File: src/rtl/gcd_pkg.sv
// Shared types, widths and elaboration-time constants for the great circle core.
// Holds the arctangent table and inverse gain builders used by the CORDIC cells.
// No dependencies.
package gcd_pkg;

  localparam int FRAC_BITS     = 16;
  localparam int CORDIC_STAGES = 24;
  localparam int ANG_FRAC      = 32;
  localparam int VEC_FRAC      = 30;
  localparam int ANG_W         = 44;
  localparam int VEC_W         = 34;
  localparam int SUM_W         = 32;
  localparam int SQ_W          = 64;
  localparam int SQRT_STEPS    = 32;
  localparam int SHIFT_W       = $clog2(CORDIC_STAGES);
  localparam int LAT_W         = 24;
  localparam int LON_W         = 25;
  localparam int DIST_W        = 30;
  localparam int NM_PER_DEG    = 60;
  localparam int HALF_TURN     = 180;
  localparam int OUT_SHIFT     = ANG_FRAC - FRAC_BITS;
  localparam int NM_W          = ANG_W + 7;

  typedef logic signed [ANG_W-1:0] ang_t;
  typedef logic signed [VEC_W-1:0] vec_t;

  typedef struct packed {
    logic adv;
    logic vld;
  } ctl_t;

  localparam logic [63:0] PI4_Q62 = 64'h3243F6A8885A308D;

  localparam ang_t LAT_LIM = ang_t'(64'(90) << FRAC_BITS);
  localparam ang_t LON_LIM = ang_t'(64'(HALF_TURN) << FRAC_BITS);
  localparam ang_t DEG90   = ang_t'(64'(90) << ANG_FRAC);
  localparam ang_t DEG180  = ang_t'(64'(HALF_TURN) << ANG_FRAC);
  localparam ang_t DEG360  = ang_t'(64'(2 * HALF_TURN) << ANG_FRAC);

  // shift-subtract division, elaboration only
  function automatic logic [63:0] udiv(input logic [63:0] n, input logic [63:0] d);
    logic [63:0] q;
    logic [63:0] r;
    q = '0;
    r = '0;
    for (int b = 63; b >= 0; b--) begin
      r = {r[62:0], n[b]};
      if (r >= d) begin
        r = r - d;
        q[b] = 1'b1;
      end
    end
    return q;
  endfunction

  function automatic logic [63:0] isqrt(input logic [63:0] v_in);
    logic [63:0] v;
    logic [63:0] res;
    logic [63:0] stp;
    v   = v_in;
    res = '0;
    stp = 64'd1 << 62;
    for (int j = 0; j < 32; j++) begin
      if (v >= res + stp) begin
        v   = v - (res + stp);
        res = (res >> 1) + stp;
      end else begin
        res = res >> 1;
      end
      stp = stp >> 2;
    end
    return res;
  endfunction

  // atan(2^-i) in degrees with ANG_FRAC fraction bits
  function automatic logic [63:0] atan_deg(input int i);
    logic [63:0] rad;
    logic [63:0] rem;
    logic [63:0] q;
    logic [63:0] term;
    if (i == 0) begin
      rad = PI4_Q62;
    end else begin
      rad = '0;
      for (int k = 0; k < 32; k++) begin
        if (i * (2 * k + 1) <= 62) begin
          term = udiv(64'd1 << (62 - i * (2 * k + 1)), 64'(2 * k + 1));
          if (k[0]) begin
            rad = rad - term;
          end else begin
            rad = rad + term;
          end
        end
      end
    end
    rem = rad;
    q   = '0;
    if (rem >= PI4_Q62) begin
      rem = rem - PI4_Q62;
      q   = 64'd1;
    end
    for (int n = 0; n < 40; n++) begin
      rem = rem << 1;
      q   = q << 1;
      if (rem >= PI4_Q62) begin
        rem  = rem - PI4_Q62;
        q[0] = 1'b1;
      end
    end
    return (q * 64'd45 + 64'd128) >> 8;
  endfunction

  function automatic logic [63:0] inv_gain();
    logic [63:0] p;
    logic [63:0] kq;
    p = 64'd1 << VEC_FRAC;
    for (int i = 0; i < CORDIC_STAGES; i++) begin
      p = p + (p >> (2 * i));
    end
    kq = isqrt(p << VEC_FRAC);
    if (kq == 64'd0) begin
      kq = 64'd1;
    end
    return udiv((64'd1 << (2 * VEC_FRAC)) + (kq >> 1), kq);
  endfunction

  localparam vec_t INV_GAIN = vec_t'(inv_gain());

endpackage

File: src/rtl/gcd_cordic_cell.sv
// One CORDIC micro-rotation cell, rotation or vectoring mode.
// Depends on gcd_pkg.
module gcd_cordic_cell (
  input  logic                         clk,
  input  logic                         rst_n,
  input  gcd_pkg::ctl_t                ctl,
  input  logic                         vec_mode,
  input  logic [gcd_pkg::SHIFT_W-1:0]  shift,
  input  gcd_pkg::ang_t                atan_c,
  input  gcd_pkg::vec_t                x_in,
  input  gcd_pkg::vec_t                y_in,
  input  gcd_pkg::ang_t                z_in,
  output logic                         vld_out,
  output gcd_pkg::vec_t                x_out,
  output gcd_pkg::vec_t                y_out,
  output gcd_pkg::ang_t                z_out
);

  logic          vld_r;
  gcd_pkg::vec_t x_r, x_nxt, y_r, y_nxt, xs, ys;
  gcd_pkg::ang_t z_r, z_nxt;
  logic          dir;

  always_comb begin
    // rotation drives z toward zero, vectoring drives y toward zero
    dir = vec_mode ? y_in[gcd_pkg::VEC_W-1] : ~z_in[gcd_pkg::ANG_W-1];
    xs  = x_in >>> shift;
    ys  = y_in >>> shift;
    if (dir) begin
      x_nxt = x_in - ys;
      y_nxt = y_in + xs;
      z_nxt = z_in - atan_c;
    end else begin
      x_nxt = x_in + ys;
      y_nxt = y_in - xs;
      z_nxt = z_in + atan_c;
    end
  end

  always_ff @(posedge clk) begin
    if (!rst_n) begin
      vld_r <= 1'b0;
    end else if (ctl.adv) begin
      vld_r <= ctl.vld;
    end
  end

  always_ff @(posedge clk) begin
    if (ctl.adv) begin
      x_r <= x_nxt;
      y_r <= y_nxt;
      z_r <= z_nxt;
    end
  end

  assign vld_out = vld_r;
  assign x_out   = x_r;
  assign y_out   = y_r;
  assign z_out   = z_r;

endmodule

File: config.mk
export PLATFORM = sky130hd
export DESIGN_NAME = gcd_cordic_cell
export DESIGN_NICKNAME = d
export VERILOG_FILES = /design/src/rtl/gcd_pkg.sv /design/src/rtl/gcd_cordic_cell.sv
export SDC_FILE = /design/constraint.sdc
export NUM_CORES = 1
export LEC_CHECK = 0
export BUFFER_PORTS_ARGS = -buffer_cell sky130_fd_sc_hd__buf_2
export CAP_MARGIN = 10
export CELL_PAD_IN_SITES_DETAIL_PLACEMENT = 1
export CELL_PAD_IN_SITES_GLOBAL_PLACEMENT = 2
export CORE_MARGIN = 2
export CORE_UTILIZATION = 36
export CTS_CLUSTER_SIZE = 24
export DETAILED_ROUTE_END_ITERATION = 7
export PLACE_DENSITY = 0.88
export SLEW_MARGIN = 40
export SYNTH_ARGS = -nofsm -noshare
export SYNTH_HDL_FRONTEND = slang
export SYNTH_SLANG_ARGS = --single-unit
File: constraint.sdc
create_clock -name clk -period 7 [get_ports clk]
set_input_delay 0.7 -clock clk [delete_from_list [all_inputs] [get_ports clk]]
set_output_delay 0.7 -clock clk [all_outputs]
set_load 0.005 [all_outputs]
==> results of run 1 <==
==> layer usage <==
layer / vias to the layer above / share of wire / track usage
met5: - / 0 / 0
met4: 0 / 0.021 / 0.0755
met3: 89 / 0.063 / 0.0491
met2: 620 / 0.48 / 0.443
met1: 8004 / 0.44 / 0.351
li1: 7423 / - / -
==> worst max-delay path, stage by stage <==
cell and delay (ns):
buf_4 0.41, buf_12 0.37, mux2_1 0.39, mux2_2 0.28
mux2_2 0.30, a2111oi_4 0.48, nand4_1 0.22, nor2_1 0.22
a31oi_1 0.19, nor2_1 0.18, xnor2_1 0.17, ha_1 0.33
a21o_1 0.20, a21o_1 0.16, a2111oi_0 0.38, o31a_1 0.24
a211o_1 0.13, nand3_1 0.09, a31oi_1 0.33, o2bb2ai_1 0.18
or4b_2 0.60, o211ai_1 0.12
==> per-stage QoR <==
step / hold WS, ns / cells / utilization / setup WS [ns]
6_report: 0.463 / 2677 / 0.428 / 0.599
5_1_grt: 0.472 / 2677 / 0.428 / 0.198
4_1_cts: 0.409 / 2676 / 0.428 / 0.701
3_5_place_dp: 0.524 / 2644 / 0.414 / 0.174
3_3_place_gp: 0.501 / 2644 / 0.414 / 0.252
2_1_floorplan: 0.507 / 1793 / - / 0.909
==> power breakdown <==
group | switching, µW | total, µW | internal (µW)
sequential | 53.4 | 1090 | 1030
combinational | 1330 | 2350 | 1020
clock | 334 | 918 | 585
total | 1720 | 4350 | 2640
==> cell usage in the layout, fill, tap and decap left out, types with 10 or more instances in the layout <==
cell type / synthesis / routed
buf_2: 31 / 275
a21oi_1: 148 / 147
nand2_1: 137 / 137
nor2_1: 138 / 137
xnor2_1: 123 / 123
ha_1: 112 / 112
edfxtp_1: 112 / 112
mux4_2: 96 / 96
o21ai_0: 89 / 89
mux2i_1: 86 / 86
xor2_1: 77 / 77
buf_4: 2 / 60
a21o_1: 50 / 49
inv_1: 48 / 47
nor3_1: 41 / 41
mux2_2: 38 / 38
nand3_1: 28 / 28
a211oi_1: 26 / 26
nand2b_1: 25 / 25
a31oi_1: 25 / 25
o21a_1: 23 / 23
and3_1: 19 / 19
nor2b_1: 19 / 19
or3_1: 18 / 18
o31ai_1: 17 / 17
clkbuf_16: 0 / 17
o21bai_1: 14 / 14
and2_1: 13 / 13
o211ai_1: 10 / 10
==> registers in the layout, indices dropped and copies added, names as in the netlist <==
name     flops
vld_out      1
z_out       44
x_out       34
y_out       34
==> worst min-delay path by stage <==
stage	from	to	slack [ns]	depth (start not counted)
floorplan	vld_out$_SDFFE_PN0P_	vld_out$_SDFFE_PN0P_	0.51	2
global placement	vld_out$_SDFFE_PN0P_	vld_out$_SDFFE_PN0P_	0.50	2
detailed placement	vld_out$_SDFFE_PN0P_	vld_out$_SDFFE_PN0P_	0.52	2
CTS	rst_n	vld_out$_SDFFE_PN0P_	0.41	2
global route	rst_n	vld_out$_SDFFE_PN0P_	0.47	2
finish	rst_n	vld_out$_SDFFE_PN0P_	0.46	2
==> layout make-up <==
type,instances,share of cell area
Clock buffer,23,0.0246
Clock inverter,9,0.00681
Inverter,48,0.00926
Sequential cell,113,0.174
Antenna cell,1,0.000129
Tap cell,600,0.0386
Multi-Input combinational cell,1542,0.648
Timing Repair Buffer,341,0.0991
==> cells by family after synthesis <==
logic type      Yosys count  share of synthesized area
mux                     228                      0.218
buf+inv                 138                     0.0399
simple gates            492                      0.145
flops                   113                      0.203
compound gates          507                      0.201
xor+xnor                200                      0.105
fa+ha+maj               115                     0.0878
==> results.cfg, run 1 <==
[critical_path]
reg2regPathDepth = 2
rrSetupSlack_ns = 6.39
crit_type = in -> reg
cp_data_arrival_time_ns = 6.71
crit_start = shift[0]
endpoint_kind = register
critical_path_peak_fanout = 47
critPathRequiredTime_ns = 7.31
timing.rr.start = vld_out$_SDFFE_PN0P_
r2r_end = vld_out$_SDFFE_PN0P_
critPathLaunchType = input pin
crit_end = x_out[30]$_DFFE_PP_

[clocking]
ctsResizeCount = 0
clockBufferDepth = 2
postCtsHoldBufs = 0
post-cts-setup-buffer-count = 0
path_clk_slew_ns = 0.06
clk_latency_ns = 0.47
cts-buffers-inserted = 17
clock_sinks = 113
htree_levels = 4
root_buffer = clkbuf_16
cts_tree = done

[route]
drc = 0
drt_first_pass_iters = 5
first_iter_violations = 1360
drtAntennaViolNets = 0
routed_wl_mm = 64.2
viasPerCell = 6.03
detail_route.wl_per_cell_um = 24.0
via_count = 16100

[global_route]
overflow = 0
antenna_found_initial = 1
grt_use_total = 0.266
grt_pass1_vias = 16500
grt_pass1_wl_mm = 97.6
grt_max_degree = 64

[synth]
yosys-top-cells-area = edfxtp_1 20%, mux4_2 13%, ha_1 8.4%
postSynthCellCount = 1793
ys_warn_count = 0
syn_nets = 2074
yosysTopAreaCell = edfxtp_1
synth_top_area_frac = 0.202
synth_seq_area_share = 0.203
synth_top_flop_cell = edfxtp_1
netlist_top_cells_count = 148 x a21oi_1, 138 x nor2_1, 137 x nand2_1
synth_cell_type_count = 90
syn_area_per_cell_um2 = 9.28
async_reset_ff_frac = 0
synth_seq_cells = 113
synth.most_common_cell = a21oi_1
netlist_area_um2 = 16600
synth_edf_count = 112

[flow_run]
maxCapViolCount = 0

[pwr]
p_leak_uw = 0.00805
ir_drop_mv = 0.146
power.total_uw = 4350
power.density_nw_per_um2 = 224

[timing]
finalCriticalPeriod_ns = 6.40
fmax_mhz = 156
slew_headroom = 0.410
period_share = 0.914
fin_setup_tns_ns = 0
slew_viol_final = 0
fin_skew_ns = 0
rsz0062_at_grt = no
worst_pin_slew_ns = 0.876
setup_violations = 0
finalHoldViolCount = 0

[final_layout]
area_delta_synth_final_pct = 17.0
final_area_um2 = 19500
ff_latch_area_um2 = 3380
nNetsFinal = 2344
drive_gt1_frac = 0.261
fillers = 5336
multi_input_area_um2 = 12600

[place]
dpl_cell_area_um2 = 18800
globalplace.congestion = 0.944
io_buffers = 278
dp_hpwl_mm = 51.3

[floorplan]
io_pins = 279
initial_core_util = 0.366
fp.dieH_um = 219
die_area_um2 = 48000
num_rows = 78
die_w_um = 219
core_area_um2 = 45500

[run_status]
outcome = finished, final reports clean

[worst_hold_path]
min_path_type = in -> reg
Power figures use the tool's default switching activity.
==> inputs of run 2 (changes only) <==
- CORE_MARGIN: 2 -> 10
==> run 2 against run 1 <==
Net effect:
- routed wire length is 4.7% higher
- flip-flop and latch count unchanged
- combinational power about the same
- hold slack got worse by 0.022 ns
- sequential power hardly changed
- cell area about the same
- critical path depth did not move
- sequential share of layout area barely moved
- total power barely moved
==> results.cfg, run 2 (synthesis gave the netlist of run 1 again) <==
[final_layout]
nNetsFinal = 2338
layout_common_cells = 275 x buf_2, 147 x a21oi_1, 138 x nor2_1
area_delta_synth_final_pct = 16.9
final_area_um2 = 19500
largest_register_ffs = 44
drive_gt1_frac = 0.258
layout_commonest_cell = buf_2

[route]
wl_met1_mm = 29.1
routed_wl_mm = 67.1
first_iter_violations = 1391
detail_route.wl_per_cell_um = 25.1
drt_first_pass_iters = 5
drtAntennaViolNets = 0
drc = 0
viasPerCell = 6.08
wl_met3_mm = 4.26
top_layer = met5
met2_wirelength_mm = 32.4
via_count = 16200

[clocking]
root_buffer = clkbuf_16
cts-buffers-inserted = 17
cts_tree = done
clockBufferDepth = 2
post-cts-setup-buffer-count = 0
clk_latency_ns = 0.47
htree_levels = 4
postCtsHoldBufs = 0
path_clk_slew_ns = 0.06
clock_sinks = 113
ctsResizeCount = 0

[pwr]
ir_drop_mv = 0.138
seqPwrFrac = 0.250
power.density_nw_per_um2 = 224
p_leak_uw = 0.00804
pwr-share-clk = 0.209
p_int_uw = 2600
switchingPower_uw = 1750
comb_power_share = 0.541
p_sw_frac = 0.402

[timing]
worst_pin_slew_ns = 0.778
period_share = 0.935
finalHoldViolCount = 0
fmax_mhz = 153
setup_violations = 0
rsz0062_at_grt = no
slew_viol_final = 0
fin_skew_ns = 0
fin_setup_tns_ns = 0
slew_headroom = 0.479
finalCriticalPeriod_ns = 6.55

[critical_path]
crit_end = x_out[30]$_DFFE_PP_
critical_path_peak_fanout = 46
rrSetupSlack_ns = 6.39
cp_data_arrival_time_ns = 6.86
critPathRequiredTime_ns = 7.31
critPathLaunchType = input pin
endpoint_kind = register
timing.rr.start = vld_out$_SDFFE_PN0P_
crit_type = in -> reg
reg2regPathDepth = 2
crit_start = shift[0]
r2r_end = vld_out$_SDFFE_PN0P_

[floorplan]
die_area_um2 = 55200
initial_core_util = 0.365
io_pins = 279
core_area_um2 = 45600
fp.dieH_um = 235
num_rows = 78
die_w_um = 235

[run_status]
outcome = finished, final reports clean

[place]
io_buffers = 278
dp_hpwl_mm = 53.7
dpl_cell_area_um2 = 18900
globalplace.congestion = 0.954

[global_route]
grt_pass1_wl_mm = 103
grt_pass1_vias = 16800
grt_max_degree = 53
overflow = 0
antenna_found_initial = 2
grt_use_total = 0.235

[flow_run]
maxCapViolCount = 0

[worst_hold_path]
min_path_type = in -> reg
## run 2: layout make-up
class	instances	area, µm²
Antenna cell	1	2.50
Multi-Input combinational cell	1542	12600
Tap cell	600	751
Inverter	48	180
Timing Repair Buffer	335	1940
Clock inverter	14	164
Fill cell	5392	26100
Clock buffer	18	429
Sequential cell	113	3380
## run 2: through the flow
step / total power, µW / std cells / util / hold slack, ns / setup slack, ns
4_1_cts: 4390 / 2670 / 0.427 / 0.398 / 0.535
3_3_place_gp: 3380 / 2637 / 0.413 / 0.490 / 0.182
2_1_floorplan: 2620 / 1793 / - / 0.507 / 0.909
5_1_grt: 4650 / 2670 / 0.427 / 0.413 / 0.0799
6_report: 4350 / 2671 / 0.427 / 0.441 / 0.453
3_5_place_dp: 3440 / 2638 / 0.414 / 0.521 / 0.0216
## run 2: worst min-delay path by stage
stage                         start                    to  slack, ns  cells past startpoint
4_1_cts                       rst_n  vld_out$_SDFFE_PN0P_       0.40                      2
3_5_place_dp   vld_out$_SDFFE_PN0P_  vld_out$_SDFFE_PN0P_       0.52                      2
2_1_floorplan  vld_out$_SDFFE_PN0P_  vld_out$_SDFFE_PN0P_       0.51                      2
3_3_place_gp   vld_out$_SDFFE_PN0P_  vld_out$_SDFFE_PN0P_       0.49                      2
5_1_grt                       rst_n  vld_out$_SDFFE_PN0P_       0.41                      2
6_report                      rst_n  vld_out$_SDFFE_PN0P_       0.44                      2
## run 2: power by group through the flow
stage	combinational, µW	clock (µW)	sequential [µW]
CTS	2360	942	1090
global route	2580	968	1110
finish	2350	911	1090
global placement	2290	0	1100
floorplan	1490	0	1120
detailed placement	2340	0	1100
## run 2: critical path: stages
cell and delay (ns):
buf_4 0.42, buf_12 0.36, mux2_1 0.39, mux2_2 0.28
mux2_2 0.30, a2111oi_4 0.46, nand4_1 0.23, nor2_1 0.25
a31oi_1 0.20, nor2_1 0.18, xnor2_1 0.15, ha_1 0.32
a21o_1 0.20, a21o_1 0.16, a2111oi_0 0.39, o31a_1 0.23
a211o_1 0.14, nand3_1 0.12, a31oi_1 0.34, o2bb2ai_1 0.24
or4b_2 0.61, o211ai_1 0.12
## run 2: routing by layer
metal  up-vias  GRT usage
li1       7396          -
met1      8140      0.305
met2       630      0.395
met3        75     0.0448
met4         4     0.0596
met5         -          0
