===== src/rtl/gcd_pkg.sv =====
// Shared types, widths and elaboration-time constants for the great circle core.
// Holds the arctangent table and inverse gain builders used by the CORDIC cells.
// No dependencies.
package gcd_pkg;

  localparam int FRAC_BITS     = 16;
  localparam int CORDIC_STAGES = 24;
  localparam int ANG_FRAC      = 32;
  localparam int VEC_FRAC      = 30;
  localparam int ANG_W         = 44;
  localparam int VEC_W         = 34;
  localparam int SUM_W         = 32;
  localparam int SQ_W          = 64;
  localparam int SQRT_STEPS    = 32;
  localparam int SHIFT_W       = $clog2(CORDIC_STAGES);
  localparam int LAT_W         = 24;
  localparam int LON_W         = 25;
  localparam int DIST_W        = 30;
  localparam int NM_PER_DEG    = 60;
  localparam int HALF_TURN     = 180;
  localparam int OUT_SHIFT     = ANG_FRAC - FRAC_BITS;
  localparam int NM_W          = ANG_W + 7;

  typedef logic signed [ANG_W-1:0] ang_t;
  typedef logic signed [VEC_W-1:0] vec_t;

  typedef struct packed {
    logic adv;
    logic vld;
  } ctl_t;

  localparam logic [63:0] PI4_Q62 = 64'h3243F6A8885A308D;

  localparam ang_t LAT_LIM = ang_t'(64'(90) << FRAC_BITS);
  localparam ang_t LON_LIM = ang_t'(64'(HALF_TURN) << FRAC_BITS);
  localparam ang_t DEG90   = ang_t'(64'(90) << ANG_FRAC);
  localparam ang_t DEG180  = ang_t'(64'(HALF_TURN) << ANG_FRAC);
  localparam ang_t DEG360  = ang_t'(64'(2 * HALF_TURN) << ANG_FRAC);

  // shift-subtract division, elaboration only
  function automatic logic [63:0] udiv(input logic [63:0] n, input logic [63:0] d);
    logic [63:0] q;
    logic [63:0] r;
    q = '0;
    r = '0;
    for (int b = 63; b >= 0; b--) begin
      r = {r[62:0], n[b]};
      if (r >= d) begin
        r = r - d;
        q[b] = 1'b1;
      end
    end
    return q;
  endfunction

  function automatic logic [63:0] isqrt(input logic [63:0] v_in);
    logic [63:0] v;
    logic [63:0] res;
    logic [63:0] stp;
    v   = v_in;
    res = '0;
    stp = 64'd1 << 62;
    for (int j = 0; j < 32; j++) begin
      if (v >= res + stp) begin
        v   = v - (res + stp);
        res = (res >> 1) + stp;
      end else begin
        res = res >> 1;
      end
      stp = stp >> 2;
    end
    return res;
  endfunction

  // atan(2^-i) in degrees with ANG_FRAC fraction bits
  function automatic logic [63:0] atan_deg(input int i);
    logic [63:0] rad;
    logic [63:0] rem;
    logic [63:0] q;
    logic [63:0] term;
    if (i == 0) begin
      rad = PI4_Q62;
    end else begin
      rad = '0;
      for (int k = 0; k < 32; k++) begin
        if (i * (2 * k + 1) <= 62) begin
          term = udiv(64'd1 << (62 - i * (2 * k + 1)), 64'(2 * k + 1));
          if (k[0]) begin
            rad = rad - term;
          end else begin
            rad = rad + term;
          end
        end
      end
    end
    rem = rad;
    q   = '0;
    if (rem >= PI4_Q62) begin
      rem = rem - PI4_Q62;
      q   = 64'd1;
    end
    for (int n = 0; n < 40; n++) begin
      rem = rem << 1;
      q   = q << 1;
      if (rem >= PI4_Q62) begin
        rem  = rem - PI4_Q62;
        q[0] = 1'b1;
      end
    end
    return (q * 64'd45 + 64'd128) >> 8;
  endfunction

  function automatic logic [63:0] inv_gain();
    logic [63:0] p;
    logic [63:0] kq;
    p = 64'd1 << VEC_FRAC;
    for (int i = 0; i < CORDIC_STAGES; i++) begin
      p = p + (p >> (2 * i));
    end
    kq = isqrt(p << VEC_FRAC);
    if (kq == 64'd0) begin
      kq = 64'd1;
    end
    return udiv((64'd1 << (2 * VEC_FRAC)) + (kq >> 1), kq);
  endfunction

  localparam vec_t INV_GAIN = vec_t'(inv_gain());

endpackage


===== src/rtl/gcd_sqrt_cell.sv =====
// One restoring step of the integer square root: one result bit from two radicand bits.
// Depends on gcd_pkg.
module gcd_sqrt_cell (
  input  logic                       clk,
  input  logic                       rst_n,
  input  gcd_pkg::ctl_t              ctl,
  input  logic [gcd_pkg::SQ_W-1:0]   step_c,
  input  logic [gcd_pkg::SQ_W-1:0]   v_in,
  input  logic [gcd_pkg::SQ_W-1:0]   res_in,
  output logic                       vld_out,
  output logic [gcd_pkg::SQ_W-1:0]   v_out,
  output logic [gcd_pkg::SQ_W-1:0]   res_out
);

  logic                     vld_r;
  logic [gcd_pkg::SQ_W-1:0] v_r, v_nxt, res_r, res_nxt, trial;

  always_comb begin
    trial = res_in + step_c;
    if (v_in >= trial) begin
      v_nxt   = v_in - trial;
      res_nxt = (res_in >> 1) + step_c;
    end else begin
      v_nxt   = v_in;
      res_nxt = res_in >> 1;
    end
  end

  always_ff @(posedge clk) begin
    if (!rst_n) begin
      vld_r <= 1'b0;
    end else if (ctl.adv) begin
      vld_r <= ctl.vld;
    end
  end

  always_ff @(posedge clk) begin
    if (ctl.adv) begin
      v_r   <= v_nxt;
      res_r <= res_nxt;
    end
  end

  assign vld_out = vld_r;
  assign v_out   = v_r;
  assign res_out = res_r;

endmodule


===== config.mk =====
export PLATFORM = sky130hd
export DESIGN_NAME = gcd_sqrt_cell
export DESIGN_NICKNAME = d
export VERILOG_FILES = /design/src/rtl/gcd_pkg.sv /design/src/rtl/gcd_sqrt_cell.sv
export SDC_FILE = /design/constraint.sdc
export NUM_CORES = 1
export LEC_CHECK = 0
export ABC_CLOCK_PERIOD_IN_PS = 5400
export BUFFER_PORTS_ARGS = -buffer_cell sky130_fd_sc_hd__buf_4
export CORE_UTILIZATION = 52
export DETAILED_ROUTE_END_ITERATION = 8
export PLACE_DENSITY = 0.79
export SLEW_MARGIN = 20
export SYNTH_ARGS = -nofsm -noshare
export SYNTH_HDL_FRONTEND = slang
export SYNTH_SLANG_ARGS = --single-unit

===== constraint.sdc =====
create_clock -name clk -period 5.4 [get_ports clk]
set_input_delay 0.27 -clock clk [delete_from_list [all_inputs] [get_ports clk]]
set_output_delay 0.27 -clock clk [all_outputs]
set_load 0.005 [all_outputs]

==> flow_metrics.py, run 1 <==
metrics = {
    "die": {
        "ios": 325,
        "chipWidth_um": 182,
        "initial_core_util_pct": 53.1,
        "coreArea_sq_mm": 0.0316,
        "num_rows": 65,
        "dieArea_sq_mm": 0.0330,
        "die_h_um": 182,
    },
    "sta": {
        "hold_viol": 0,
        "period_needed_ns": 5.23,
        "final.setup_skew_ns": 0,
        "relSlewSlack_pct": 40.9,
        "setup_slack_ns": 0.168,
        "worst_hold_slack_ns": 0.0352,
        "min_period_over_period_pct": 96.9,
        "max_freq_mhz": 191,
        "tightest_slew_ns": 0.887,
        "tns_ns": 0,
        "drv_slew": 0,
        "setup_viol": 0,
    },
    "global_route": {
        "grt_pass1_wl_um": 92600,
        "antenna_found_initial": 2,
        "grt_overflow": 0,
        "grt_usage_pct": 35.8,
        "grt_max_degree": 73,
        "grt_pass1_vias": 16951,
    },
    "synthesis": {
        "yosys_register_bits": 129,
        "synth_fp_nets": 2530,
        "async_flop_share_pct": 0,
        "synth_enable_flop_cells": 128,
        "ys.flop_type": "edfxtp_1",
        "yosysWarnings": 0,
        "netlist_area_sq_mm": 0.0168,
        "ys_types": 90,
        "syn-instance-count": 2141,
        "syn_avg_cell_area_sq_um": 7.85,
        "synth_seq_area_share_pct": 23.0,
    },
    "routing": {
        "drc": 0,
        "post_drt_wl_per_cell_um": 20.7,
        "ant_nets": 0,
        "drt_iter0_markers": 2032,
        "vias": 18420,
        "routed_via_density": 6.30,
        "dr.pass1.iters": 6,
        "drt_wl_total_um": 60500,
    },
    "critical_path": {
        "path_max_fanout": 4,
        "worstSetupEndpointType": "flop",
        "start_kind": "primary input",
        "r2r_slack_ns": 4.80,
        "path_class": "in -> reg",
        "worstPathArrival_ns": 5.44,
        "cp.required_ns": 5.61,
    },
    "finish": {
        "fin_nets": 2894,
        "multi_input_area_sq_mm": 0.0121,
        "nFillCells": 2697,
        "drive_above_1_share_pct": 20.9,
        "layout.area.seq_sq_mm": 0.00386,
        "syn2layout_area_growth_pct": 24.5,
    },
    "place": {
        "place_hpwl_um": 49400,
        "place_ws_ns": -0.202,
        "gp_congestion": 1.01,
        "numPortBuffers": 324,
    },
    "clocking": {
        "cts-hold-fix-buffers": 0,
        "cts.clk_slew.worst_paths_ns": 0.06,
        "max-clock-path-buffers": 2,
        "cts.sink_count": 129,
        "cts_root_buffer": "clkbuf_16",
        "post_cts_resize_count": 0,
        "clock_latency_ns": 0.46,
        "cts_setup_buffers": 0,
        "htreeDepth": 4,
        "cts_tree": "built",
        "numCtsBuffers": 17,
    },
    "power_and_ir_drop": {
        "cellLeakagePower_uw": 0.00936,
        "p_per_area_mw_per_mm2": 325,
        "ir_drop_mv": 0.246,
    },
    "run_status": {
        "status": "completed",
    },
    "run": {
        "drv_cap": 0,
    },
    "worst_hold_path": {
        "hp-class": "in -> reg",
    },
}
[final timing paths]
path,cells after the start,start,end
max,22,step_c[1],v_out[63]$_DFFE_PP_
min,2,rst_n,vld_out$_SDFFE_PN0P_
max reg2reg,2,vld_out$_SDFFE_PN0P_,vld_out$_SDFFE_PN0P_
min reg2reg,2,vld_out$_SDFFE_PN0P_,vld_out$_SDFFE_PN0P_
[through the flow]
| stage | power, uW | util, % | instances | instance area, sq um |
|---|---|---|---|---|
| 2_1_floorplan | 3850 | - | 2141 | 16800 |
| 3_3_place_gp | 5250 | 63.9 | 2888 | 20200 |
| 3_5_place_dp | 5300 | 63.9 | 2888 | 20200 |
| 4_1_cts | 6700 | 66.0 | 2920 | 20900 |
| 5_1_grt | 7160 | 66.1 | 2922 | 20900 |
| 6_report | 6790 | 66.1 | 2922 | 20900 |
[cell usage in the layout (no fill, tap or decap), types with 14 or more instances in the layout]
cell / count
a211oi_1: 14
a21o_1: 107
a21oi_1: 325
a31oi_1: 19
and3_1: 16
buf_4: 447
clkbuf_16: 17
edfxtp_1: 128
ha_1: 190
inv_1: 70
nand2_1: 194
nand3_1: 32
nand4_1: 60
nor2_1: 208
nor2b_1: 15
nor3_1: 27
o21a_1: 25
o21ai_0: 117
o21ai_1: 38
o21bai_1: 52
o31ai_1: 17
xnor2_1: 119
xor2_1: 59
[Yosys cell counts, drive strengths merged (53+ instances only)]
cell / n / share of area (%)
nand4: 61 / 2.3
a21o: 110 / 4.9
nor2: 208 / 4.6
inv: 70 / 1.6
xnor2: 119 / 6.2
edfxtp: 128 / 23
o21ai: 159 / 4.8
ha: 190 / 14
nand2: 196 / 4.4
o21bai: 53 / 2.4
a21oi: 325 / 9.7
xor2: 59 / 3.1
clkbuf: 75 / 2.0
[report_power, final]
group | internal, uW | switching, uW
Clock | 864 | 501
Combinational | 1690 | 2200
Sequential | 1460 | 83.2
Total | 4010 | 2780
[per-layer routing]
layer	wire length [um]	share of wire (%)	GRT usage, %
met1	28300	47	54.0
met2	24700	41	52.2
met3	5840	9.7	4.85
met4	1570	2.6	11.2
met5	0	0	0
[flip-flops by register name, indices dropped and copies added (netlist names)]
| name | count |
|---|---|
| res_out | 64 |
| v_out | 64 |
| vld_out | 1 |
[worst max-delay path, cell delays in order]
cell      delay, ns
buf_4          0.12
ha_1           0.29
a21o_1         0.16
a21oi_1        0.28
o211a_1        0.28
nor3_1         0.10
o21a_1         0.19
or3_1          0.35
a21o_1         0.18
a21oi_1        0.18
xor2_1         0.39
ha_1           0.20
and3_1         0.22
nand3_1        0.12
or4_1          0.44
a211oi_1       0.48
o21ai_1        0.20
a21oi_1        0.19
nor2_1         0.16
o41ai_2        0.37
xnor2_1        0.19
o21ai_1        0.08
[area by class of cell]
type                            count  area share, %
Clock inverter                     14           1.13
Multi-Input combinational cell   1834           58.1
Antenna cell                        2         0.0239
Inverter                           70           1.26
Tap cell                          402           2.40
Timing Repair Buffer              453           16.6
Sequential cell                   129           18.5
Clock buffer                       18           2.05
[kinds of logic (layout without fill, tap and decap cells)]
kind of cell               Yosys count  in the layout  synth area share, %
AOI/OAI and AO/OA                  823            823                 30.5
xor gates and xnor gates           178            178                 9.28
adders and majority gates          193            193                 14.5
buffers and inverters              178            555                 4.92
DFF                                129            129                 23.0
muxes                                4              4                0.275
other                                0              2                    0
and+or+nand+nor                    636            636                 17.6
(Power assumes the default switching activity.)
==> run 2: changes to the inputs <==
--- a/config.mk
+++ b/config.mk
@@ -7,9 +7,9 @@
 export LEC_CHECK = 0
 export ABC_CLOCK_PERIOD_IN_PS = 5400
 export BUFFER_PORTS_ARGS = -buffer_cell sky130_fd_sc_hd__buf_4
-export CORE_UTILIZATION = 52
+export CORE_UTILIZATION = 50
 export DETAILED_ROUTE_END_ITERATION = 8
-export PLACE_DENSITY = 0.79
+export PLACE_DENSITY = 0.76
 export SLEW_MARGIN = 20
 export SYNTH_ARGS = -nofsm -noshare
 export SYNTH_HDL_FRONTEND = slang
==> flow_metrics.py, run 2 (synthesis gave the netlist of run 1 again) <==
metrics = {
    "finish": {
        "fin_area_sq_mm": 0.0209,
        "diodes": 0,
        "layout_commonest_cell": "buf_4",
        "nFillCells": 2832,
        "syn2layout_area_growth_pct": 24.5,
        "drive_above_1_share_pct": 21.1,
        "fin_cells": 2957,
        "fin_nets": 2891,
        "final_cell_mix": "445 x buf_4, 323 x a21oi_1, 208 x nor2_1, 194 x nand2_1, 190 x ha_1",
    },
    "power_and_ir_drop": {
        "p_clk_share_pct": 19.0,
        "switching_share_pct": 41.4,
        "switchingPower_uw": 2760,
        "seqPwrFrac_pct": 23.0,
        "p_int_uw": 3920,
        "p_per_area_mw_per_mm2": 320,
        "p_comb_share_pct": 58.0,
        "cellLeakagePower_uw": 0.00934,
        "ir_drop_mv": 0.249,
    },
    "die": {
        "dieArea_sq_mm": 0.0343,
        "initial_core_util_pct": 51.3,
        "chipWidth_um": 185,
        "num_rows": 66,
        "coreArea_sq_mm": 0.0328,
        "die_h_um": 185,
        "ios": 325,
    },
    "sta": {
        "drv_slew": 0,
        "final.setup_skew_ns": 0,
        "period_needed_ns": 5.12,
        "max_freq_mhz": 195,
        "setup_viol": 0,
        "hold_viol": 0,
        "min_period_over_period_pct": 94.8,
        "tightest_slew_ns": 1.00,
        "relSlewSlack_pct": 33.2,
        "rsz0062_at_grt": "false",
    },
    "clocking": {
        "cts.sink_count": 129,
        "cts_tree": "built",
        "max-clock-path-buffers": 2,
        "cts.clk_slew.worst_paths_ns": 0.06,
        "clock_latency_ns": 0.45,
        "cts-hold-fix-buffers": 0,
        "htreeDepth": 4,
        "cts_root_buffer": "clkbuf_16",
        "numCtsBuffers": 17,
    },
    "routing": {
        "vias": 18214,
        "dr.pass1.iters": 6,
        "drc": 0,
        "ant_nets": 0,
        "drt_wl_total_um": 59700,
        "post_drt_wl_per_cell_um": 20.2,
        "drt_iter0_markers": 2140,
        "routed_via_density": 6.16,
    },
    "global_route": {
        "grt_pass1_wl_um": 90900,
        "antenna_found_initial": 0,
        "grt_max_degree": 69,
        "grt_pass1_vias": 16738,
        "grt_usage_pct": 34.2,
        "grt_overflow": 0,
    },
    "critical_path": {
        "critical-path-slowest-cell": "xnor2_1",
        "rr_endpoint": "vld_out$_SDFFE_PN0P_",
        "path_max_fanout": 10,
        "worstPathArrival_ns": 5.32,
        "rr_startpoint": "vld_out$_SDFFE_PN0P_",
        "cp.required_ns": 5.61,
        "r2r_cells": 2,
        "r2r_slack_ns": 4.80,
        "critPathMaxStageDelay_ns": 0.34,
        "start_kind": "primary input",
        "path_class": "in -> reg",
        "worstSetupEndpointType": "flop",
        "critPathMostFrequentCell": "buf_4",
    },
    "run": {
        "drv_cap": 0,
    },
    "worst_hold_path": {
        "hold_end": "vld_out$_SDFFE_PN0P_",
        "holdCritStartpoint": "rst_n",
        "holdPathStages": 2,
        "hp-class": "in -> reg",
    },
    "place": {
        "gp_congestion": 1.07,
        "numPortBuffers": 324,
        "dpl-instance-area_sq_mm": 0.0202,
        "place_hpwl_um": 49300,
        "dpl.cell_count": 2925,
    },
    "run_status": {
        "status": "completed",
    },
}
-- run 2: critical path: cells and delay by family --
kind                     cells  cell delay [ns]
XOR/XNOR                     1             0.34
AND/OR/NAND/NOR              3             0.39
adder cells (fa/ha/maj)      2             0.65
AO/OA/AOI/OAI               15             2.79
multiplexers                 1             0.08
buffers and inverters        5             0.77
-- run 2: routing by layer --
metal	global-route usage, %	up-vias	part of all wire [%]	wire, um
met1	51.1	8489	47	28300
li1	-	8679	-	-
met4	10.1	0	2.5	1510
met3	5.45	98	9.0	5360
met2	49.8	948	41	24500
met5	0	-	0	0
-- run 2: power by group through the flow --
| stage | logic (uW) | clock network [uW] | registers [uW] |
|---|---|---|---|
| after floorplan | 2290 | 0 | 1570 |
| after global placement | 3700 | 0 | 1560 |
| after detailed placement | 3750 | 0 | 1550 |
| after CTS | 3780 | 1280 | 1540 |
| after global routing | 4210 | 1310 | 1560 |
| final | 3880 | 1270 | 1540 |
-- run 2: timing repair --
action,CTS,global route
endpoints found under the setup margin,0,118
endpoints found under the hold margin,0,0
buffers inserted,0,0
gates resized for setup,0,13
-- run 2: worst max-delay path by stage --
stage / startpoint / endpoint / depth (start not counted)
after floorplan: step_c[0] / res_out[17]$_DFFE_PP_ / 25
after global placement: step_c[20] / v_out[5]$_DFFE_PP_ / 24
after detailed placement: step_c[20] / v_out[5]$_DFFE_PP_ / 24
after CTS: step_c[0] / v_out[61]$_DFFE_PP_ / 25
after global routing: step_c[0] / v_out[61]$_DFFE_PP_ / 26
final: step_c[20] / res_out[60]$_DFFE_PP_ / 27
-- run 2: cell type report --
| type | instances | area (sq um) | share of cell area [%] |
|---|---|---|---|
| Inverter | 70 | 263 | 1.26 |
| Timing Repair Buffer | 450 | 3440 | 16.4 |
| Tap cell | 442 | 553 | 2.64 |
| Multi-Input combinational cell | 1834 | 12200 | 58.2 |
| Sequential cell | 129 | 3860 | 18.5 |
| Clock inverter | 14 | 190 | 0.909 |
| Clock buffer | 18 | 429 | 2.05 |
-- run 2: per-stage QoR --
step | utilization, % | power [uW] | worst slack (ns) | hold slack [ns] | setup TNS, ns
2_1_floorplan | - | 3850 | 0.253 | 0.382 | 0
3_3_place_gp | 61.7 | 5260 | -0.243 | 0.486 | -14.59
3_5_place_dp | 61.7 | 5300 | -0.284 | 0.490 | -18.42
4_1_cts | 63.6 | 6600 | 0.0993 | 0.0146 | 0
5_1_grt | 63.8 | 7080 | 0.00105 | 0.0324 | 0
6_report | 63.8 | 6690 | 0.283 | 0.0250 | 0
